File: config.mk
export PLATFORM = sky130hd
export DESIGN_NAME = sector_cache_tag_directory
export DESIGN_NICKNAME = d
export VERILOG_FILES = /design/src/rtl/core/sctd_pkg.sv /design/src/rtl/core/sctd_ctrl.sv /design/src/rtl/core/sctd_datapath.sv /design/src/rtl/core/sector_cache_tag_directory.sv
export SDC_FILE = /design/constraint.sdc
export NUM_CORES = 1
export LEC_CHECK = 0
export CAP_MARGIN = 5
export CORE_MARGIN = 2
export CORE_UTILIZATION = 61
export DETAILED_ROUTE_END_ITERATION = 10
export DONT_BUFFER_PORTS = 1
export GPL_TIMING_DRIVEN = 0
export PLACE_DENSITY = 0.77
export SYNTH_ARGS = -nofsm -noshare
export SYNTH_HDL_FRONTEND = slang
export SYNTH_SLANG_ARGS = --single-unit
File: constraint.sdc
create_clock -name clk_i -period 5.41 [get_ports clk_i]
set_clock_uncertainty 0.2 [all_clocks]
set_input_delay 0.541 -clock clk_i [delete_from_list [all_inputs] [get_ports clk_i]]
set_output_delay 0.541 -clock clk_i [all_outputs]
set_load 0.005 [all_outputs]
File: src/rtl/core/sctd_pkg.sv
// Package for the sector cache tag directory.
// Holds command and status codes and the controller/datapath interface structs.
// No dependencies.
`timescale 1ns / 1ps

package sctd_pkg;

  // Input command codes.
  localparam logic [2:0] CMD_LOOKUP    = 3'd0;
  localparam logic [2:0] CMD_FILL_DONE = 3'd1;
  localparam logic [2:0] CMD_MARK      = 3'd2;
  localparam logic [2:0] CMD_FLUSH     = 3'd3;
  localparam logic [2:0] CMD_WB_DONE   = 3'd4;

  // Result status codes.
  localparam logic [3:0] STAT_HIT         = 4'd0;
  localparam logic [3:0] STAT_MISS        = 4'd1;
  localparam logic [3:0] STAT_FILL_OK     = 4'd2;
  localparam logic [3:0] STAT_FILL_FAIL   = 4'd3;
  localparam logic [3:0] STAT_MARKED      = 4'd4;
  localparam logic [3:0] STAT_MARK_IGNORE = 4'd5;
  localparam logic [3:0] STAT_WB_REQ      = 4'd6;
  localparam logic [3:0] STAT_FLUSH_EMPTY = 4'd7;
  localparam logic [3:0] STAT_CLEARED     = 4'd8;
  localparam logic [3:0] STAT_WB_FAIL     = 4'd9;

  // Most write-back requests one flush reports.
  localparam int FLUSH_MAX = 16;

  // Commands from the controller to the datapath.
  typedef struct packed {
    logic capture;     // Register the incoming item and its tag matches.
    logic exec;        // Carry out the registered command.
    logic flush_step;  // Examine the slot at the flush pointer.
  } sctd_ctrl_t;

  // Status from the datapath to the controller.
  typedef struct packed {
    logic out_free;     // The output register can take a result this cycle.
    logic walk_needed;  // The registered command is a flush with dirty slots.
    logic walk_done;    // The flush step emits its final request this cycle.
  } sctd_stat_t;

endpackage

File: src/rtl/core/sctd_ctrl.sv
// Controller state machine of the sector cache tag directory.
// Depends on sctd_pkg for the command and status structs.
`timescale 1ns / 1ps

module sctd_ctrl
  import sctd_pkg::*;
(
  input  logic       clk_i,
  input  logic       rst_ni,
  input  logic       in_valid_i,
  output logic       in_stall_o,
  input  sctd_stat_t stat_i,
  output sctd_ctrl_t ctrl_o
);

  localparam logic [1:0] ST_IDLE  = 2'd0;
  localparam logic [1:0] ST_EXEC  = 2'd1;
  localparam logic [1:0] ST_FLUSH = 2'd2;

  logic [1:0] state_q, state_d;

  // Only an idle controller takes an input transfer.
  assign in_stall_o = (state_q != ST_IDLE);

  // Next state and datapath commands.
  always_comb begin
    state_d = state_q;
    ctrl_o  = '0;
    case (state_q)
      ST_IDLE: begin
        if (in_valid_i) begin
          ctrl_o.capture = 1'b1;
          state_d        = ST_EXEC;
        end
      end
      ST_EXEC: begin
        if (stat_i.out_free) begin
          ctrl_o.exec = 1'b1;
          state_d     = stat_i.walk_needed ? ST_FLUSH : ST_IDLE;
        end
      end
      ST_FLUSH: begin
        ctrl_o.flush_step = 1'b1;
        if (stat_i.walk_done) begin
          state_d = ST_IDLE;
        end
      end
      default: begin
        state_d = ST_IDLE;
      end
    endcase
  end

  always_ff @(posedge clk_i or negedge rst_ni) begin
    if (!rst_ni) begin
      state_q <= ST_IDLE;
    end else begin
      state_q <= state_d;
    end
  end

endmodule

File: src/rtl/core/sctd_datapath.sv
// Datapath of the sector cache tag directory: tag, valid and dirty registers,
// parallel tag compare, flush walk and the output register. Depends on sctd_pkg.
`timescale 1ns / 1ps

module sctd_datapath
  import sctd_pkg::*;
#(
  parameter int SLOTS = 16
) (
  input  logic        clk_i,
  input  logic        rst_ni,
  input  sctd_ctrl_t  ctrl_i,
  output sctd_stat_t  stat_o,
  input  logic [2:0]  command_i,
  input  logic [31:0] sector_address_i,
  input  logic [3:0]  slot_index_i,
  input  logic        transfer_ok_i,
  output logic        out_valid_o,
  input  logic        out_stall_i,
  output logic [3:0]  status_o,
  output logic [3:0]  result_slot_o,
  output logic [31:0] result_address_o,
  output logic        last_o
);

  localparam int SlotW = (SLOTS > 1) ? $clog2(SLOTS) : 1;

  // Directory state.
  logic [31:0]      tag_q [SLOTS];
  logic [SLOTS-1:0] valid_q, dirty_q;

  // Registered item and its tag matches.
  logic [2:0]       cmd_q;
  logic [31:0]      addr_q;
  logic [3:0]       slot_q;
  logic             ok_q;
  logic [SLOTS-1:0] match_q;

  // Flush walk.
  logic [SlotW-1:0] ptr_q, ptr_d;
  logic [3:0]       cnt_q, cnt_d;

  // Output register.
  logic        out_valid_q;
  logic [3:0]  status_q, status_d;
  logic [3:0]  rslot_q, rslot_d;
  logic [31:0] raddr_q, raddr_d;
  logic        last_q, last_d;
  logic        load_out;

  logic [SLOTS-1:0] vd;
  logic [SlotW-1:0] hit_idx, victim_idx, slot_idx;
  logic             any_hit, in_range, ptr_vd, more_after, last_cond, emit;

  assign vd       = valid_q & dirty_q;
  assign any_hit  = |match_q;
  assign in_range = (32'(slot_q) < 32'(SLOTS));
  assign slot_idx = SlotW'(slot_q);

  // Lowest matching slot and lowest invalid slot.
  always_comb begin
    hit_idx    = '0;
    victim_idx = '0;
    for (int i = SLOTS - 1; i >= 0; i--) begin
      if (match_q[i]) begin
        hit_idx = SlotW'(i);
      end
      if (!valid_q[i]) begin
        victim_idx = SlotW'(i);
      end
    end
  end

  // Whether a dirty slot lies beyond the flush pointer.
  always_comb begin
    more_after = 1'b0;
    for (int i = 0; i < SLOTS; i++) begin
      if (vd[i] && (SlotW'(i) > ptr_q)) begin
        more_after = 1'b1;
      end
    end
  end

  assign ptr_vd    = vd[ptr_q];
  assign last_cond = !more_after || (cnt_q == 4'(FLUSH_MAX - 1));
  assign emit      = ctrl_i.flush_step && ptr_vd && stat_o.out_free;

  assign stat_o.out_free    = !out_valid_q || !out_stall_i;
  assign stat_o.walk_needed = (cmd_q == CMD_FLUSH) && (|vd);
  assign stat_o.walk_done   = emit && last_cond;

  // Capture the item and compare its address against every slot.
  always_ff @(posedge clk_i) begin
    if (ctrl_i.capture) begin
      cmd_q  <= command_i;
      addr_q <= sector_address_i;
      slot_q <= slot_index_i;
      ok_q   <= transfer_ok_i;
      for (int i = 0; i < SLOTS; i++) begin
        match_q[i] <= valid_q[i] && (tag_q[i] == sector_address_i);
      end
    end
  end

  // Result of the registered command or of the flush step.
  always_comb begin
    load_out = 1'b0;
    status_d = STAT_HIT;
    rslot_d  = '0;
    raddr_d  = '0;
    last_d   = 1'b1;
    if (ctrl_i.exec) begin
      case (cmd_q)
        CMD_LOOKUP: begin
          load_out = 1'b1;
          status_d = any_hit ? STAT_HIT : STAT_MISS;
          rslot_d  = any_hit ? 4'(hit_idx) : 4'(victim_idx);
        end
        CMD_FILL_DONE: begin
          load_out = 1'b1;
          status_d = (ok_q && in_range) ? STAT_FILL_OK : STAT_FILL_FAIL;
          rslot_d  = slot_q;
        end
        CMD_MARK: begin
          load_out = 1'b1;
          status_d = any_hit ? STAT_MARKED : STAT_MARK_IGNORE;
          rslot_d  = any_hit ? 4'(hit_idx) : 4'd0;
        end
        CMD_FLUSH: begin
          load_out = !(|vd);
          status_d = STAT_FLUSH_EMPTY;
        end
        CMD_WB_DONE: begin
          load_out = 1'b1;
          status_d = (ok_q && in_range) ? STAT_CLEARED : STAT_WB_FAIL;
          rslot_d  = slot_q;
        end
        default: begin
          load_out = 1'b0;
        end
      endcase
    end else if (emit) begin
      load_out = 1'b1;
      status_d = STAT_WB_REQ;
      rslot_d  = 4'(ptr_q);
      raddr_d  = tag_q[ptr_q];
      last_d   = last_cond;
    end
  end

  // Flush pointer and request count.
  always_comb begin
    ptr_d = ptr_q;
    cnt_d = cnt_q;
    if (ctrl_i.exec) begin
      ptr_d = '0;
      cnt_d = '0;
    end else if (ctrl_i.flush_step && (!ptr_vd || stat_o.out_free)) begin
      ptr_d = ptr_q + SlotW'(1);
      if (emit) begin
        cnt_d = cnt_q + 4'd1;
      end
    end
  end

  // Valid and dirty updates.
  always_ff @(posedge clk_i or negedge rst_ni) begin
    if (!rst_ni) begin
      valid_q <= '0;
      dirty_q <= '0;
      ptr_q   <= '0;
      cnt_q   <= '0;
    end else begin
      ptr_q <= ptr_d;
      cnt_q <= cnt_d;
      if (ctrl_i.exec) begin
        case (cmd_q)
          CMD_FILL_DONE: begin
            if (ok_q && in_range) begin
              valid_q[slot_idx] <= 1'b1;
              dirty_q[slot_idx] <= 1'b0;
            end
          end
          CMD_MARK: begin
            if (any_hit) begin
              dirty_q[hit_idx] <= 1'b1;
            end
          end
          CMD_WB_DONE: begin
            if (ok_q && in_range) begin
              dirty_q[slot_idx] <= 1'b0;
            end
          end
          default: begin
            dirty_q <= dirty_q;
          end
        endcase
      end
    end
  end

  // Tags are written by a successful fill only.
  always_ff @(posedge clk_i) begin
    if (ctrl_i.exec && (cmd_q == CMD_FILL_DONE) && ok_q && in_range) begin
      tag_q[slot_idx] <= addr_q;
    end
  end

  // Output register.
  always_ff @(posedge clk_i or negedge rst_ni) begin
    if (!rst_ni) begin
      out_valid_q <= 1'b0;
    end else if (load_out) begin
      out_valid_q <= 1'b1;
    end else if (!out_stall_i) begin
      out_valid_q <= 1'b0;
    end
  end

  always_ff @(posedge clk_i) begin
    if (load_out) begin
      status_q <= status_d;
      rslot_q  <= rslot_d;
      raddr_q  <= raddr_d;
      last_q   <= last_d;
    end
  end

  assign out_valid_o      = out_valid_q;
  assign status_o         = status_q;
  assign result_slot_o    = rslot_q;
  assign result_address_o = raddr_q;
  assign last_o           = last_q;

endmodule

File: src/rtl/core/sector_cache_tag_directory.sv
// Sector cache tag directory: the tag, valid and dirty directory of a fully
// associative write-back sector cache with SLOTS slots (1 to 16).
//
// The input channel carries a command with a sector address, a slot index and
// a transfer status; the output channel carries status, slot, address and a
// last flag. Both channels use valid/stall; a transfer happens when valid is
// high and stall is low.
// One item is in work at a time. An item is taken in the idle state, its tag
// compare is registered, and the exec state then writes its result into the
// output register once that register is free. A flush then walks the slots
// one per cycle, waiting at a valid dirty slot while the output register is
// not free, emitting one write-back request per valid dirty slot (at most 16).
// A stalled receiver holds the output register; the controller then waits
// with its result and input stall stays high.
// Reset clears all valid and dirty bits and the controller; tags stay
// undefined until a fill writes them.
`timescale 1ns / 1ps

module sector_cache_tag_directory
  import sctd_pkg::*;
#(
  parameter int SLOTS = 16
) (
  input  logic        clk_i,
  input  logic        rst_ni,
  input  logic        in_valid_i,
  output logic        in_stall_o,
  input  logic [2:0]  command_i,
  input  logic [31:0] sector_address_i,
  input  logic [3:0]  slot_index_i,
  input  logic        transfer_ok_i,
  output logic        out_valid_o,
  input  logic        out_stall_i,
  output logic [3:0]  status_o,
  output logic [3:0]  result_slot_o,
  output logic [31:0] result_address_o,
  output logic        last_o
);

  sctd_ctrl_t ctrl;
  sctd_stat_t stat;

  // Controller.
  sctd_ctrl u_ctrl (
    .clk_i      (clk_i),
    .rst_ni     (rst_ni),
    .in_valid_i (in_valid_i),
    .in_stall_o (in_stall_o),
    .stat_i     (stat),
    .ctrl_o     (ctrl)
  );

  // Datapath.
  sctd_datapath #(
    .SLOTS (SLOTS)
  ) u_datapath (
    .clk_i            (clk_i),
    .rst_ni           (rst_ni),
    .ctrl_i           (ctrl),
    .stat_o           (stat),
    .command_i        (command_i),
    .sector_address_i (sector_address_i),
    .slot_index_i     (slot_index_i),
    .transfer_ok_i    (transfer_ok_i),
    .out_valid_o      (out_valid_o),
    .out_stall_i      (out_stall_i),
    .status_o         (status_o),
    .result_slot_o    (result_slot_o),
    .result_address_o (result_address_o),
    .last_o           (last_o)
  );

  // An accepted item is worked on alone: no second capture right after.
  assert property (@(posedge clk_i) disable iff (!rst_ni)
    ctrl.capture |=> (in_stall_o && !ctrl.capture))
    else $error("input taken while an item is in work");

  // Only write-back requests leave more results to follow.
  assert property (@(posedge clk_i) disable iff (!rst_ni)
    (out_valid_o && !last_o) |-> (status_o == STAT_WB_REQ))
    else $error("non-final result that is not a write-back request");

  // The flush walk ends only with an emitted request.
  assert property (@(posedge clk_i) disable iff (!rst_ni)
    stat.walk_done |=> (out_valid_o && last_o && (status_o == STAT_WB_REQ)))
    else $error("flush finished without a final write-back request");

endmodule

### Word level (Yosys, flattened, before mapping)

Memory sizes are Yosys's and may differ from the RTL's. A register that Yosys moved wholly into a read port is not among the register bits.
Index checks and enable logic that the tools add are counted.

| operators by class | value |
|---|---|
| add/subtract/negate cells | 2 |
| equality and inequality tests | 29 |
| magnitude comparators | 21 |
| multiplexer cells | 91 |
| divide/modulo/power cells | 0 |
| multipliers | 0 |
| reduce and logical (&&, ||, !) cells | 64 |
| shift-type cells | 0 |
| bitwise logic cells | 6 |

Operators with widths:

| operator | number |
|---|---|
| == test 32 bit | 16 |
| 2-to-1 mux 4 bit | 42 |
| logical AND 1 bit | 41 |
| 2-to-1 mux 1 bit | 34 |
| AND 16 bit | 2 |
| greater-than comparator 4 bit, first input constant | 8 |
| 2-to-1 mux 16 bit | 2 |
| bitwise OR 16 bit | 2 |
| one-hot mux 16 bit (2 select lines) | 1 |
| OR reduction 16 bit | 2 |
| one-hot mux 4 bit (5 select lines) | 1 |
| greater-than comparator 3 x 4 -> 1 bit, first input constant | 4 |
| NOT 16 bit | 1 |
| < comparator 4 x 5 -> 1 bit, second input constant | 3 |
| one-hot mux 4 bit (3 select lines) | 1 |
| adder 4 x 1 -> 4 bit, second input constant | 2 |
| demux 1 bit (select 4 bit) | 2 |
| >= comparator 4 x 1 -> 1 bit, second input constant | 2 |
| greater-than comparator 1 x 4 -> 1 bit, first input constant | 2 |
| greater-than comparator 2 x 4 -> 1 bit, first input constant | 2 |
| 2-to-1 mux 2 bit | 4 |
| inequality test 2 x 1 -> 1 bit, second input constant | 4 |
| nonzero test 2 bit | 4 |
| == test 3 x 2 -> 1 bit, second input constant | 2 |
| 20 further kinds | 29 |

| storage, ports and cells | value |
|---|---|
| bits in registers | 108 |
| RAM bits | 512 |
| output and inout port bits | 43 |
| input port bits | 44 |
| memories | 1 |
| word-level logic and storage cells | 228 |
| ROM bits | 0 |
| latch bits | 0 |

Memory list:

| memory | depth | bits a word | rd ports | clocked after Yosys merged registers in | wr ports | line | RTL |
|---|---|---|---|---|---|---|---|
| u_datapath.tag_q | 16 | 32 | 17 | 1 | 1 | sctd_datapath.sv:29 | `logic [31:0] tag_q [SLOTS];` |

### Longest topological paths before layout

| logic depth | value |
|---|---|
| depth after elaboration | 23 |
| depth in mapped cells | 9 |
| depth with buffers taken out | 8 |

### Modules after synthesis

From an unflattened synthesis, not the netlist that was laid out.

| second synthesis, totals | value |
|---|---|
| cell total of the unflattened synthesis | 1969 |
| area total of the unflattened synthesis | 31014.7 um2 |

By module, submodules not included:

| module | instances | area an instance (um2) | cells an instance | sequential area each (um2) |
|---|---|---|---|---|
| sctd_datapath | 1 | 30899.6 | 1955 | 19313.5 |
| sctd_ctrl | 1 | 115.1 | 14 | 50.0 |

### Least setup slack after synthesis

No wires, ideal clock.

| timing | value |
|---|---|
| path kind | register to register |
| from | reg u_ctrl.state_q[0] |
| to | reg u_datapath.addr_q[0], enable pin |
| data required time | 4.740 ns |
| library setup time | 0.470 ns |
| data arrival time | 3.092 ns |
| period minus slack after synthesis | 3.762 ns |
| path buffers | 0 |
| slack | 1.648 ns |
| stages on the path, launching flop included | 3 |
| path through | dfrtp_1 or2_2 nor2_1 |

RTL lines:

| element | line | RTL |
|---|---|---|
| start, declared | sctd_ctrl.sv:20 | `logic [1:0] state_q, state_d;` |
| start signal, assigned | sctd_ctrl.sv:58 | `state_q <= state_d;` |
| end signal, assigned | sctd_datapath.sv:96 | `addr_q <= sector_address_i;` |
| end, declared | sctd_datapath.sv:34 | `logic [31:0] addr_q;` |

### Worst setup path after layout

| timing | value |
|---|---|
| from | in sector_address_i[7] |
| to | reg u_datapath.match_q[14] (data pin) |

| between the ends | value |
|---|---|
| longest elaborated chain between the ends | 2 |

RTL lines:

| element | line | RTL |
|---|---|---|
| start, declared | sector_cache_tag_directory.sv:29 | `input logic [31:0] sector_address_i,` |
| == test 32 bit | sctd_datapath.sv:100 | `match_q[i] <= valid_q[i] && (tag_q[i] == sector_address_i);` |
| logical AND 1 bit | sctd_datapath.sv:100 |  |
| end signal, assigned by index | sctd_datapath.sv:100 |  |
| end, declared | sctd_datapath.sv:37 | `logic [SLOTS-1:0] match_q;` |

Every way passes these cells.
A chain may end at the register's enable or synchronous reset.

==> results.rst <==
.. list-table::
   :header-rows: 1

   * - Metric
     - Value
   * - Part of the Yosys area used for sequential elements
     - 61.9%
   * - Chip Height
     - 231 um
   * - First-pass GRT wire length
     - 168,000 um
   * - Portion of synthesized cell area occupied by the leading cell type
     - 58.4%
   * - Classification of the worst-slack hold path
     - in2reg
   * - Static leakage
     - 10.8 nW
   * - Synth area leaders
     - sky130_fd_sc_hd__edfxtp_1 58%, sky130_fd_sc_hd__xnor2_1 13%, sky130_fd_sc_hd__mux4_2 11%, sky130_fd_sc_hd__dfrtp_1 3.4%, sky130_fd_sc_hd__nand4_1 2.3%
   * - Number of antenna violations at the first check in global routing
     - 11
   * - Post-layout net count
     - 2,155
   * - Tmin final
     - 4080 ps
   * - Top-count cell post-synth
     - sky130_fd_sc_hd__edfxtp_1
   * - Top FF cell, synth
     - sky130_fd_sc_hd__edfxtp_1
   * - Chip Width
     - 231 um
   * - Cell depth of the worst flop-to-flop path
     - 5
   * - Number of sinks handled by clock tree synthesis
     - 652
   * - Synth Register Bits
     - 652
   * - DR pass1 iterations
     - 6
   * - Starting DRT DRC Count
     - 4,477
   * - Largest net degree at the start of global routing
     - 44
   * - Fin Setup TNS
     - 0 ps
   * - Number of flops mapped to enable cells by yosys
     - 609
   * - Cell taking the most area after synthesis
     - sky130_fd_sc_hd__edfxtp_1
   * - Signed area change from the synthesized netlist to the final layout
     - 13.1%
   * - Failing checks
     - capacitance limit, slew limit
   * - Standard cell core area
     - 51,000 um^2
   * - Critical path data arrival time
     - 4110 ps
   * - Worst IR Drop VDD
     - 0.284 mV
   * - Ratio of total power to cell area
     - 374 nW/um^2
   * - Vias in the first global route
     - 19,800
   * - Number of I/O pins
     - 87
   * - Port Buffers
     - 0
   * - Residual DRC count
     - 0
   * - Residual antenna-violating net count after detailed routing
     - 0
   * - Synthesized area
     - 31,300 um^2
   * - Number of distinct library cells after synthesis
     - 75
   * - # Max-Cap Violations
     - 2
   * - Starting Density
     - 61.4%
   * - RSZ-0062 raised after global routing
     - false
   * - Root buf cell
     - sky130_fd_sc_hd__clkbuf_16
   * - Total vias in the final route
     - 21,000
   * - F_max
     - 0.245 GHz
   * - Actual slew at the worst max-slew pin
     - 1530 ps
   * - Routability cong.
     - 1.14
   * - Clock network latency to the later pin of the worst-skew pair
     - 640 ps
   * - Share of the cycle needed by the critical path after routing
     - 75.5%
   * - Startpoint type of the worst setup path
     - primary input
   * - Uppermost metal layer occupied by signal nets
     - met5
   * - Highest fanout seen on the critical path
     - 10
   * - Number of setup violations in the final report
     - 0
   * - Clock buffer count from CTS
     - 71
   * - Routed metal-1 wirelength
     - 42,100 um
   * - Met3 wire len
     - 20,600 um
   * - Launch instance of the worst min-delay path
     - out_stall_i
   * - Clock Path Buffers
     - 3
   * - Final Hold Violating Endpoints
     - 0
   * - Grt ovf
     - 0
   * - Endpoint of the lowest-slack register-to-register path
     - u_datapath.match_q[14]
   * - Routed wire length
     - 126,000 um
   * - Mapped Avg Cell Area
     - 15.9 um^2
   * - H-Tree Depth
     - 3
   * - Placed wire-length estimate
     - 94,000 um
   * - Number of setup buffers added after CTS
     - 0
   * - Layout cell share with drive strength beyond 1
     - 17.9%
   * - Worst setup EP type
     - register
   * - FF-to-FF setup slack
     - 1330 ps
   * - Worst max-slew margin expressed relative to the limit
     - -2.92%
   * - Detailed-route wire length per cell
     - 44.4 um
   * - Critical path type
     - in2reg
   * - Cell depth of the worst min-delay path
     - 2
   * - Hold Crit Endpoint
     - u_datapath.out_valid_o
   * - Clock-pin slew of the registers on the worst-case setup and hold paths
     - 60 ps
   * - TritonCTS clock tree
     - done
   * - Area enclosed by the die boundary
     - 53,100 um^2
   * - Synth warn
     - 0
   * - All-Layer GR Usage
     - 48.3%
   * - Share of async-settable or async-resettable flops after synthesis
     - 6.60%
   * - Total length of routed met2 wires
     - 52,600 um
   * - Cell Rows
     - 83
   * - Detailed-route vias per instance
     - 7.39
   * - Post-layout utilization of the core
     - 69.4%
   * - Slew Limit Fails
     - 4
   * - Result of the run
     - finished, violations left
   * - Endpoint required time on the critical path
     - 5430 ps
   * - Number of instances in the synthesized netlist
     - 1,965
   * - Launch point of the worst reg-to-reg path
     - u_datapath.tag_q[14][14]
   * - Synth Net Count
     - 2,014
   * - Most numerous cell types in the synthesized netlist
     - 609 x sky130_fd_sc_hd__edfxtp_1, 449 x sky130_fd_sc_hd__xnor2_1, 159 x sky130_fd_sc_hd__mux4_2
[per-layer routing]
metal,GRT usage (%),vias to the layer above
li1,-,7911
met2,67.2,2091
met4,32.3,12
met1,61.6,10500
met3,21.1,452
met5,0,-
[registers in the layout (all words and copies together), names as in the netlist]
name / cells
u_datapath.dirty_q: 16
u_datapath.tag_q: 512
u_datapath.slot_idx: 4
u_datapath.ok_q: 1
u_datapath.status_o: 4
u_ctrl.state_q: 2
u_datapath.result_slot_o: 4
u_datapath.result_address_o: 32
u_datapath.last_o: 1
u_datapath.addr_q: 32
u_datapath.cnt_q: 4
u_datapath.ptr_q: 4
u_datapath.valid_q: 16
u_datapath.out_valid_o: 1
u_datapath.cmd_q: 3
u_datapath.match_q: 16
[what timing repair did]
| item | CTS | global route |
|---|---|---|
| hold endpoints to repair | 84 | 0 |
| setup endpoints to repair | 0 | 0 |
| resized for setup | 0 | 0 |
| hold buffers | 43 | 0 |
[cell type report]
| cell class | count | area (um^2) |
|---|---|---|
| Sequential cell | 652 | 19400 |
| Fill cell | 3422 | 15600 |
| Multi-Input combinational cell | 1183 | 11400 |
| Clock buffer | 90 | 1890 |
| Timing Repair Buffer | 68 | 958 |
| Tap cell | 680 | 851 |
| Buffer | 118 | 618 |
| Clock inverter | 34 | 263 |
| Inverter | 12 | 45.0 |
| Antenna cell | 6 | 15.0 |
[worst max-delay path: stages]
cell and delay [ps]:
sky130_fd_sc_hd__clkbuf_1 370, sky130_fd_sc_hd__buf_2 380, sky130_fd_sc_hd__xnor2_1 370, sky130_fd_sc_hd__nand4_1 230
sky130_fd_sc_hd__nor4_1 520, sky130_fd_sc_hd__nand4_1 350, sky130_fd_sc_hd__nor4_1 1330
[cells in the final DEF (no fill, tap or decap), types with 4 or more instances in the layout]
cell and instances:
sky130_fd_sc_hd__and3_1 35, sky130_fd_sc_hd__mux2i_1 8, sky130_fd_sc_hd__nand2_1 48, sky130_fd_sc_hd__edfxtp_1 609, sky130_fd_sc_hd__inv_1 10, sky130_fd_sc_hd__xnor2_1 449, sky130_fd_sc_hd__or2_2 17, sky130_fd_sc_hd__mux4_2 159
sky130_fd_sc_hd__a21oi_1 12, sky130_fd_sc_hd__o21ai_0 51, sky130_fd_sc_hd__xor2_1 64, sky130_fd_sc_hd__nor2b_1 8, sky130_fd_sc_hd__clkinv_1 17, sky130_fd_sc_hd__nor2_1 18, sky130_fd_sc_hd__ha_1 5, sky130_fd_sc_hd__nand3_1 30
sky130_fd_sc_hd__nor4_1 52, sky130_fd_sc_hd__buf_16 4, sky130_fd_sc_hd__nor2_4 17, sky130_fd_sc_hd__a31oi_1 5, sky130_fd_sc_hd__nand4_1 117, sky130_fd_sc_hd__clkinv_2 7, sky130_fd_sc_hd__nand2b_1 9, sky130_fd_sc_hd__nor3_1 8
sky130_fd_sc_hd__buf_12 22, sky130_fd_sc_hd__clkbuf_1 75, sky130_fd_sc_hd__buf_6 14, sky130_fd_sc_hd__dfrtp_1 43, sky130_fd_sc_hd__buf_2 42, sky130_fd_sc_hd__diode_2 6, sky130_fd_sc_hd__dlygate4sd3_1 42, sky130_fd_sc_hd__clkbuf_16 73
[per-stage QoR]
stage,hold slack [ps],worst slack (ps),instance area [um^2],std cells,total power [mW]
6_report,71.1,1330,35400,2843,13.3
5_1_grt,75.9,1600,35400,2837,13.5
2_1_floorplan,45.4,1650,31300,1965,7.62
3_3_place_gp,46.5,-1170,32100,2645,8.50
3_5_place_dp,46.9,1190,32800,2670,8.55
4_1_cts,51.5,1730,35400,2837,13.1
[kinds of logic after synthesis]
kind of cell | after synthesis | share of synthesized area (%)
XOR/XNOR | 513 | 14.4
buffers and inverters | 130 | 2.12
multiplexers | 167 | 11.7
adder cells (fa/ha/maj) | 5 | 0.200
AO/OA/AOI/OAI | 113 | 2.60
AND/OR/NAND/NOR | 385 | 7.15
flip-flops | 652 | 61.9
[where the power goes]
part | internal, mW | switching (mW) | total (mW)
clock network | 2.62 | 2.05 | 4.67
registers | 5.87 | 0.310 | 6.18
logic | 0.969 | 1.44 | 2.41
total | 9.45 | 3.80 | 13.3
[worst max path at each step]
stage	start	to	slack [ps]	cells past startpoint
5_1_grt	u_datapath.ptr_q[0]	u_datapath.result_address_o[14]	1600	7
3_5_place_dp	sector_address_i[23]	u_datapath.match_q[3]	1190	7
6_report	sector_address_i[7]	u_datapath.match_q[14]	1330	7
4_1_cts	u_datapath.ptr_q[0]	u_datapath.result_address_o[26]	1730	7
3_3_place_gp	u_ctrl.state_q[0]	u_datapath.addr_q[10]	-1170	2
2_1_floorplan	u_ctrl.state_q[0]	u_datapath.addr_q[0]	1650	2
Note: power is estimated with default switching activity, not from simulation.
